==> config.mk <==
export PLATFORM = sky130hd
export DESIGN_NAME = dns_name_label_encoder
export DESIGN_NICKNAME = d
export VERILOG_FILES = /design/src/rtl/dnle_pkg.sv /design/src/rtl/dnle_ram.sv /design/src/rtl/dnle_ctrl.sv /design/src/rtl/dnle_dp.sv /design/src/rtl/dns_name_label_encoder.sv
export SDC_FILE = /design/constraint.sdc
export NUM_CORES = 1
export LEC_CHECK = 0
export BUFFER_PORTS_ARGS = -buffer_cell sky130_fd_sc_hd__buf_2
export CAP_MARGIN = 40
export CORE_MARGIN = 2
export CORE_UTILIZATION = 55
export CTS_CLUSTER_DIAMETER = 50
export DETAILED_ROUTE_END_ITERATION = 8
export PLACE_DENSITY = 0.75
export RECOVER_POWER = 50
export SYNTH_ARGS = -nofsm -noshare
export SYNTH_HDL_FRONTEND = slang
export SYNTH_SLANG_ARGS = --single-unit
==> constraint.sdc <==
create_clock -name clk -period 4.2 [get_ports clk]
set_clock_uncertainty 0.1 [all_clocks]
set_input_delay 0.63 -clock clk [delete_from_list [all_inputs] [get_ports clk]]
set_output_delay 0.63 -clock clk [all_outputs]
set_load 0.02 [all_outputs]
==> src/rtl/dnle_pkg.sv <==
// Package for the DNS name label encoder.
// Holds sizing constants, the controller state type and the command and status
// structs that pass between the controller and the datapath. No dependencies.
`default_nettype none

package dnle_pkg;

  localparam int LABEL_MAX = 62;
  localparam int CNT_W     = $clog2(LABEL_MAX + 1);
  localparam int ADDR_W    = (LABEL_MAX > 1) ? $clog2(LABEL_MAX) : 1;
  localparam int BYTE_W    = 8;

  localparam logic [BYTE_W-1:0] DOT_CHAR  = 8'd46;
  localparam logic [BYTE_W-1:0] TERM_BYTE = 8'd0;

  localparam logic CMD_CHAR = 1'b0;
  localparam logic CMD_END  = 1'b1;

  typedef enum logic [1:0] {
    ST_IDLE,
    ST_LEN,
    ST_CHAR,
    ST_TERM
  } state_t;

  typedef struct packed {
    logic wr_char;
    logic set_trunc;
    logic end_label;
    logic load_len;
    logic load_char;
    logic load_term;
    logic idx_inc;
    logic clr_label;
  } dp_cmd_t;

  typedef struct packed {
    logic in_end;
    logic in_dot;
    logic room;
    logic count_zero;
    logic last_char;
    logic term;
    logic out_free;
  } dp_stat_t;

endpackage

`default_nettype wire

==> src/rtl/dnle_ram.sv <==
// Generic single-write, single-read RAM with registered read data.
// Depends on nothing; read returns the old word on a same-address write.
`default_nettype none

module dnle_ram #(
  parameter int WIDTH = 8,
  parameter int DEPTH = 64,
  localparam int AW   = (DEPTH > 1) ? $clog2(DEPTH) : 1
) (
  input  wire logic             clk,
  input  wire logic             we,
  input  wire logic [AW-1:0]    waddr,
  input  wire logic [WIDTH-1:0] wdata,
  input  wire logic [AW-1:0]    raddr,
  output logic      [WIDTH-1:0] rdata
);

  logic [WIDTH-1:0] mem_r [DEPTH];

  always_ff @(posedge clk) begin
    if (we) begin
      mem_r[waddr] <= wdata;
    end
    rdata <= mem_r[raddr];
  end

endmodule

`default_nettype wire

==> src/rtl/dnle_ctrl.sv <==
// Controller for the DNS name label encoder.
// Sequences character intake and label replay; depends on dnle_pkg.
`default_nettype none

module dnle_ctrl (
  input  wire logic               clk,
  input  wire logic               rst_n,
  input  wire logic               in_valid,
  output logic                    in_stall,
  input  wire dnle_pkg::dp_stat_t stat,
  output dnle_pkg::dp_cmd_t       cmd
);

  dnle_pkg::state_t state_r;
  dnle_pkg::state_t state_nxt;

  always_ff @(posedge clk) begin
    if (!rst_n) begin
      state_r <= dnle_pkg::ST_IDLE;
    end else begin
      state_r <= state_nxt;
    end
  end

  always_comb begin
    state_nxt = state_r;
    unique case (state_r)
      dnle_pkg::ST_IDLE: begin
        if (in_valid && (stat.in_end || stat.in_dot)) begin
          state_nxt = dnle_pkg::ST_LEN;
        end
      end
      dnle_pkg::ST_LEN: begin
        if (stat.out_free) begin
          if (!stat.count_zero) begin
            state_nxt = dnle_pkg::ST_CHAR;
          end else if (stat.term) begin
            state_nxt = dnle_pkg::ST_TERM;
          end else begin
            state_nxt = dnle_pkg::ST_IDLE;
          end
        end
      end
      dnle_pkg::ST_CHAR: begin
        if (stat.out_free && stat.last_char) begin
          state_nxt = stat.term ? dnle_pkg::ST_TERM : dnle_pkg::ST_IDLE;
        end
      end
      dnle_pkg::ST_TERM: begin
        if (stat.out_free) begin
          state_nxt = dnle_pkg::ST_IDLE;
        end
      end
      default: state_nxt = dnle_pkg::ST_IDLE;
    endcase
  end

  always_comb begin
    in_stall = 1'b1;
    cmd      = '0;
    unique case (state_r)
      dnle_pkg::ST_IDLE: begin
        in_stall = 1'b0;
        if (in_valid) begin
          if (stat.in_end || stat.in_dot) begin
            cmd.end_label = 1'b1;
          end else if (stat.room) begin
            cmd.wr_char = 1'b1;
          end else begin
            cmd.set_trunc = 1'b1;
          end
        end
      end
      dnle_pkg::ST_LEN: begin
        if (stat.out_free) begin
          cmd.load_len  = 1'b1;
          cmd.clr_label = stat.count_zero;
        end
      end
      dnle_pkg::ST_CHAR: begin
        if (stat.out_free) begin
          cmd.load_char = 1'b1;
          cmd.idx_inc   = !stat.last_char;
          cmd.clr_label = stat.last_char;
        end
      end
      dnle_pkg::ST_TERM: begin
        if (stat.out_free) begin
          cmd.load_term = 1'b1;
        end
      end
      default: begin
        in_stall = 1'b1;
        cmd      = '0;
      end
    endcase
  end

endmodule

`default_nettype wire

==> src/rtl/dnle_dp.sv <==
// Datapath for the DNS name label encoder.
// Label store, count, flags, replay index and output register; uses dnle_pkg
// and dnle_ram.
`default_nettype none

module dnle_dp (
  input  wire logic                                 clk,
  input  wire logic                                 rst_n,
  input  wire logic                                 in_cmd,
  input  wire logic [dnle_pkg::BYTE_W-1:0]          in_char_in,
  input  wire dnle_pkg::dp_cmd_t                    cmd,
  output dnle_pkg::dp_stat_t                        stat,
  output logic                                      out_valid,
  input  wire logic                                 out_stall,
  output logic      [dnle_pkg::BYTE_W-1:0]          out_byte_out,
  output logic                                      out_last,
  output logic                                      out_overflow
);

  logic [dnle_pkg::CNT_W-1:0]  count_r;
  logic [dnle_pkg::CNT_W-1:0]  count_nxt;
  logic                        trunc_r;
  logic                        trunc_nxt;
  logic                        term_r;
  logic                        term_nxt;
  logic [dnle_pkg::ADDR_W-1:0] idx_r;
  logic [dnle_pkg::ADDR_W-1:0] idx_nxt;
  logic                        out_valid_r;
  logic                        out_valid_nxt;
  logic [dnle_pkg::BYTE_W-1:0] byte_r;
  logic [dnle_pkg::BYTE_W-1:0] byte_nxt;
  logic                        last_r;
  logic                        last_nxt;
  logic                        ovf_r;
  logic                        ovf_nxt;
  logic [dnle_pkg::BYTE_W-1:0] rdata;

  dnle_ram #(
    .WIDTH (dnle_pkg::BYTE_W),
    .DEPTH (dnle_pkg::LABEL_MAX)
  ) u_store (
    .clk   (clk),
    .we    (cmd.wr_char),
    .waddr (count_r[dnle_pkg::ADDR_W-1:0]),
    .wdata (in_char_in),
    .raddr (idx_nxt),
    .rdata (rdata)
  );

  always_comb begin
    stat.in_end     = (in_cmd == dnle_pkg::CMD_END);
    stat.in_dot     = (in_char_in == dnle_pkg::DOT_CHAR);
    stat.room       = (count_r < dnle_pkg::CNT_W'(dnle_pkg::LABEL_MAX));
    stat.count_zero = (count_r == '0);
    stat.last_char  = ((dnle_pkg::CNT_W'(idx_r) + dnle_pkg::CNT_W'(1)) == count_r);
    stat.term       = term_r;
    stat.out_free   = !out_valid_r || !out_stall;
  end

  always_comb begin
    count_nxt = count_r;
    trunc_nxt = trunc_r;
    term_nxt  = term_r;
    idx_nxt   = idx_r;
    if (cmd.wr_char) begin
      count_nxt = count_r + dnle_pkg::CNT_W'(1);
    end
    if (cmd.set_trunc) begin
      trunc_nxt = 1'b1;
    end
    if (cmd.end_label) begin
      term_nxt = stat.in_end;
    end
    if (cmd.idx_inc) begin
      idx_nxt = idx_r + dnle_pkg::ADDR_W'(1);
    end
    if (cmd.clr_label) begin
      count_nxt = '0;
      trunc_nxt = 1'b0;
      idx_nxt   = '0;
    end
  end

  always_comb begin
    out_valid_nxt = out_valid_r && out_stall;
    byte_nxt      = byte_r;
    last_nxt      = last_r;
    ovf_nxt       = ovf_r;
    if (cmd.load_len) begin
      out_valid_nxt = 1'b1;
      byte_nxt      = dnle_pkg::BYTE_W'(count_r);
      last_nxt      = 1'b0;
      ovf_nxt       = trunc_r;
    end else if (cmd.load_char) begin
      out_valid_nxt = 1'b1;
      byte_nxt      = rdata;
      last_nxt      = 1'b0;
      ovf_nxt       = trunc_r;
    end else if (cmd.load_term) begin
      out_valid_nxt = 1'b1;
      byte_nxt      = dnle_pkg::TERM_BYTE;
      last_nxt      = 1'b1;
      ovf_nxt       = 1'b0;
    end
  end

  always_ff @(posedge clk) begin
    if (!rst_n) begin
      count_r     <= '0;
      trunc_r     <= 1'b0;
      term_r      <= 1'b0;
      idx_r       <= '0;
      out_valid_r <= 1'b0;
    end else begin
      count_r     <= count_nxt;
      trunc_r     <= trunc_nxt;
      term_r      <= term_nxt;
      idx_r       <= idx_nxt;
      out_valid_r <= out_valid_nxt;
    end
  end

  always_ff @(posedge clk) begin
    byte_r <= byte_nxt;
    last_r <= last_nxt;
    ovf_r  <= ovf_nxt;
  end

  assign out_valid    = out_valid_r;
  assign out_byte_out = byte_r;
  assign out_last     = last_r;
  assign out_overflow = ovf_r;

endmodule

`default_nettype wire

==> src/rtl/dns_name_label_encoder.sv <==
// Top level of the DNS name label encoder.
// Joins dnle_ctrl and dnle_dp; depends on dnle_pkg.
//
//   channel  | handshake            | beat fields
//   ---------+----------------------+-------------------------------------
//   in       | in_valid / in_stall  | in_cmd, in_char_in
//   out      | out_valid / out_stall| out_byte_out, out_last, out_overflow
//
// A name character beat is taken in the idle state. A dot holding n characters
// is taken in the idle state, then the length byte is loaded, then one byte per
// character read from the label store. End of name adds the terminator byte
// after them. Reset is synchronous and active low; it clears the label count
// and flags but not the store. A stalled output holds its beat; the input side
// stays open for characters only while no label is being replayed.
`default_nettype none

module dns_name_label_encoder (
  input  wire logic                        clk,
  input  wire logic                        rst_n,
  input  wire logic                        in_valid,
  output logic                             in_stall,
  input  wire logic                        in_cmd,
  input  wire logic [dnle_pkg::BYTE_W-1:0] in_char_in,
  output logic                             out_valid,
  input  wire logic                        out_stall,
  output logic      [dnle_pkg::BYTE_W-1:0] out_byte_out,
  output logic                             out_last,
  output logic                             out_overflow
);

  dnle_pkg::dp_cmd_t  cmd;
  dnle_pkg::dp_stat_t stat;

  dnle_ctrl u_ctrl (
    .clk      (clk),
    .rst_n    (rst_n),
    .in_valid (in_valid),
    .in_stall (in_stall),
    .stat     (stat),
    .cmd      (cmd)
  );

  dnle_dp u_dp (
    .clk          (clk),
    .rst_n        (rst_n),
    .in_cmd       (in_cmd),
    .in_char_in   (in_char_in),
    .cmd          (cmd),
    .stat         (stat),
    .out_valid    (out_valid),
    .out_stall    (out_stall),
    .out_byte_out (out_byte_out),
    .out_last     (out_last),
    .out_overflow (out_overflow)
  );

endmodule

`default_nettype wire
==> summary.md <==
| Metric | Value |
|---|---|
| Status | `finished, violations left` |
| Failing checks | `capacitance limit, slew limit` |
| Chain of cells forming the critical path | `inv_1, ha_1, inv_1, nor4_4, and3_1, buf_4, nor2_1, a32oi_1, nor2_1, o311a_1, or4_1` |
| Site Rows | `73` |
| Initial antenna violation count | `3` |
| Least-Margin Pin Slew | `3190 ps` |
| CTS Root Cell | `clkbuf_16` |
| Pre-CTS WS | `109 ps` |
| Unrepaired setup endpoints after global routing | `false` |
| Req. time, crit path | `4550 ps` |
| Flops & latches, synth | `531` |
| Clk pwr share | `41.1%` |
| Maxcap violations | `8` |
| Area delta synth->final | `13.0%` |
| HPWL after DPL | `39.9 mm` |
| Nets | `1,773` |
| Via count of the routed design | `15,200` |
| Worst-Skew Late Latency | `580 ps` |
| I/O pin count | `25` |
| Final WS setup | `149 ps` |
| Top cell type's share of synthesized area | `68.3%` |
| Cells after Synth | `1,667` |
| Internal | `0.00838 W` |
| Clock buffer depth | `3` |
| CTS tree | `done` |
| Average cell area after synthesis | `13.3 um^2` |
| Fill cells | `2,866` |
| Vias in the first global route | `14,500` |
| Switch Pwr | `0.00226 W` |
| Layout cells sized above 1 | `12.7%` |
| First-pass GRT wire length | `91.0 mm` |
| Synth warn | `0` |
| Leak | `8.47 nW` |
| DIE AREA | `41,800 um^2` |
| DR iter-0 viols | `2,175` |
| Critical-path top delay cell | `a32oi_1` |
| Post-synth EDFFs | `503` |
| GR Util All Layers | `29.6%` |
| FFs w/ async S/R, synth | `0%` |
| Endpoints failing setup | `0` |
| Crit path time final | `4050 ps` |
| GPL Wtd Cong | `0.937` |
| CP max stage delay | `770 ps` |
| Hold_buf cts | `0` |
| H-tree Lvls | `2` |
| Core Footprint | `39,700 um^2` |
| Setup TNS | `0 ps` |
| Synth top area cells | `edfxtp_1 (68%), nand2_1 (4.1%), nor2_1 (2.8%)` |
| Register area share after synthesis | `70.8%` |
| Synthesized netlist net count | `1,687` |
| Leading post-synthesis cells by instance count | `edfxtp_1 (503), nand2_1 (240), nor2_1 (165)` |
| Critical path class | `reg2reg` |
| Total Power | `0.0106 W` |
| Hold slack | `246 ps` |
| Most area-hungry cell type in the Yosys netlist | `edfxtp_1` |
| Pwr/cell area | `426 nW/um^2` |
| Hold violation count in the final report | `0` |
| Die Wd | `205 um` |
| Logic gate share of total power | `3.9%` |
| Slew HR | `-113%` |
| Period utilisation layout | `96.4%` |
| DRC | `0` |
| CP endpoint kind | `register` |
| Critical path launch point type | `register` |
| Crit-path max FO | `16` |
| Total CTS buffers | `51` |
| Drt wl/cell | `26.6 um` |
| Final ANT Viol Nets | `0` |
| Clock Sinks | `531` |
| Pins Over Slew Limit | `481` |
| Sw Share | `21.2%` |
| Largest net degree at the start of global routing | `63` |
| VDD IR-drop max | `334 uV` |
| Die height | `205 um` |
| Critical path arrival | `4400 ps` |
| I/O Buffers | `24` |
| Vias per inst | `6.56` |
| Initial Util | `55.7%` |
| Synth unique cells | `84` |
| WL final | `61.6 mm` |
| HP Class | `in2reg` |
| Count leader, synth | `edfxtp_1` |
| Total gr overflow | `0` |
| Netlist Area Pre-Place | `22,100 um^2` |
| Pre-antenna DRT Iters | `5` |
| Clk slew on worst S/H paths | `60 ps` |
| Seq pwr share | `55.0%` |
| Post-synth top flop | `edfxtp_1` |
| FMAX | `247 MHz` |
layer usage:
| layer | vias to the layer above | part of all wire, % | global-route usage, % | routed length [um] |
|---|---|---|---|---|
| met5 | - | 0.044 | 0 | 27 |
| met4 | 4 | 4.8 | 13.2 | 2970 |
| met3 | 200 | 12 | 6.67 | 7220 |
| met2 | 1092 | 46 | 46.0 | 28300 |
| met1 | 7361 | 37 | 40.3 | 23100 |
| li1 | 6555 | - | - | - |
worst paths after layout:
check                                    to                            from  cells past startpoint  slack [ps]
max           u_dp.u_store.rdata[0]$_DFF_P_  u_ctrl.state_r[1]$_SDFFE_PN0P_                     11         150
min          u_ctrl.state_r[0]$_SDFFE_PN0P_                           rst_n                      2         250
max reg2reg   u_dp.u_store.rdata[0]$_DFF_P_  u_ctrl.state_r[1]$_SDFFE_PN0P_                     11         150
min reg2reg       u_dp.trunc_r$_SDFFE_PP0P_       u_dp.trunc_r$_SDFFE_PP0P_                      2         370
cell type report:
type	count	area, um^2	area share (%)
well taps	525	657	2.63
clock inverters	27	174	0.696
inverters	10	37.5	0.150
repair buffers	142	1100	4.41
flip-flops and latches	531	15700	62.7
clock buffers	67	1420	5.68
diodes	1	2.50	0.0100
multi-input cells	1017	5930	23.7
state kept, by name (all words and copies together), names as in the netlist:
register            flops
u_dp.idx_r              6
u_dp.count_r            6
u_dp.out_valid          1
u_dp.out_byte_out       8
u_dp.out_last           1
u_dp.trunc_r            1
u_dp.term_r             1
u_dp.out_overflow       1
u_dp.u_store.mem_r    496
u_dp.u_store.rdata      8
u_ctrl.state_r          2
critical path, delay by kind of cell, from the launching register on:
family                   cells  cell delay [ps]
flip-flops                   1              330
AO/OA/AOI/OAI                2             1010
adder cells (fa/ha/maj)      1              190
buffers and inverters        3              510
AND/OR/NAND/NOR              5             1780
kinds of logic after synthesis:
family | share of synthesized area [%]
muxes | 2.57
adders and majority gates | 0.396
buffers and inverters | 2.75
and+or+nand+nor | 12.5
DFF | 70.8
xor gates and xnor gates | 0.667
AOI/OAI and AO/OA | 10.3
metrics by stage:
step / utilization, % / std cells / cell area (um^2)
floorplan: - / 1667 / 22100
global placement: 58.7 / 2212 / 23300
detailed placement: 58.9 / 2222 / 23400
CTS: 62.9 / 2316 / 25000
global route: 62.9 / 2319 / 25000
finish: 62.9 / 2320 / 25000
power by group through the flow:
stage | clock network [W] | registers [W] | logic [W]
detailed placement | 0 | 0.00595 | 0.000414
floorplan | 0 | 0.00595 | 0.000190
finish | 0.00437 | 0.00585 | 0.000416
CTS | 0.00440 | 0.00583 | 0.000415
global route | 0.00461 | 0.00585 | 0.000442
global placement | 0 | 0.00595 | 0.000404
cells in the final DEF, fill, tap and decap left out, types with 6 or more instances in the layout:
cell type	count
inv_1	10
o211ai_1	6
a32oi_1	7
clkinv_1	10
mux2i_1	44
clkinv_2	8
a31oi_1	39
clkbuf_1	40
ha_1	7
o311ai_0	7
nor2_1	164
o221ai_1	20
a22oi_1	15
and3_1	16
edfxtp_1	503
clkbuf_16	53
nand4_1	27
nor3_1	42
buf_4	93
a21oi_1	65
nand3b_1	7
nand3_1	72
buf_12	12
xor2_1	7
nand2b_1	7
a22o_1	7
dfxtp_1	27
o22ai_1	26
xnor2_1	7
nand2_1	240
o21ai_0	48
or3_1	8
timing repair:
| action | in CTS | in global routing |
|---|---|---|
| buffers inserted | 0 | 3 |
| gates resized for setup | 0 | 6 |
| hold endpoints to repair | 0 | 0 |
| endpoints found under the setup margin | 0 | 5 |
Power figures use the tool's default switching activity.
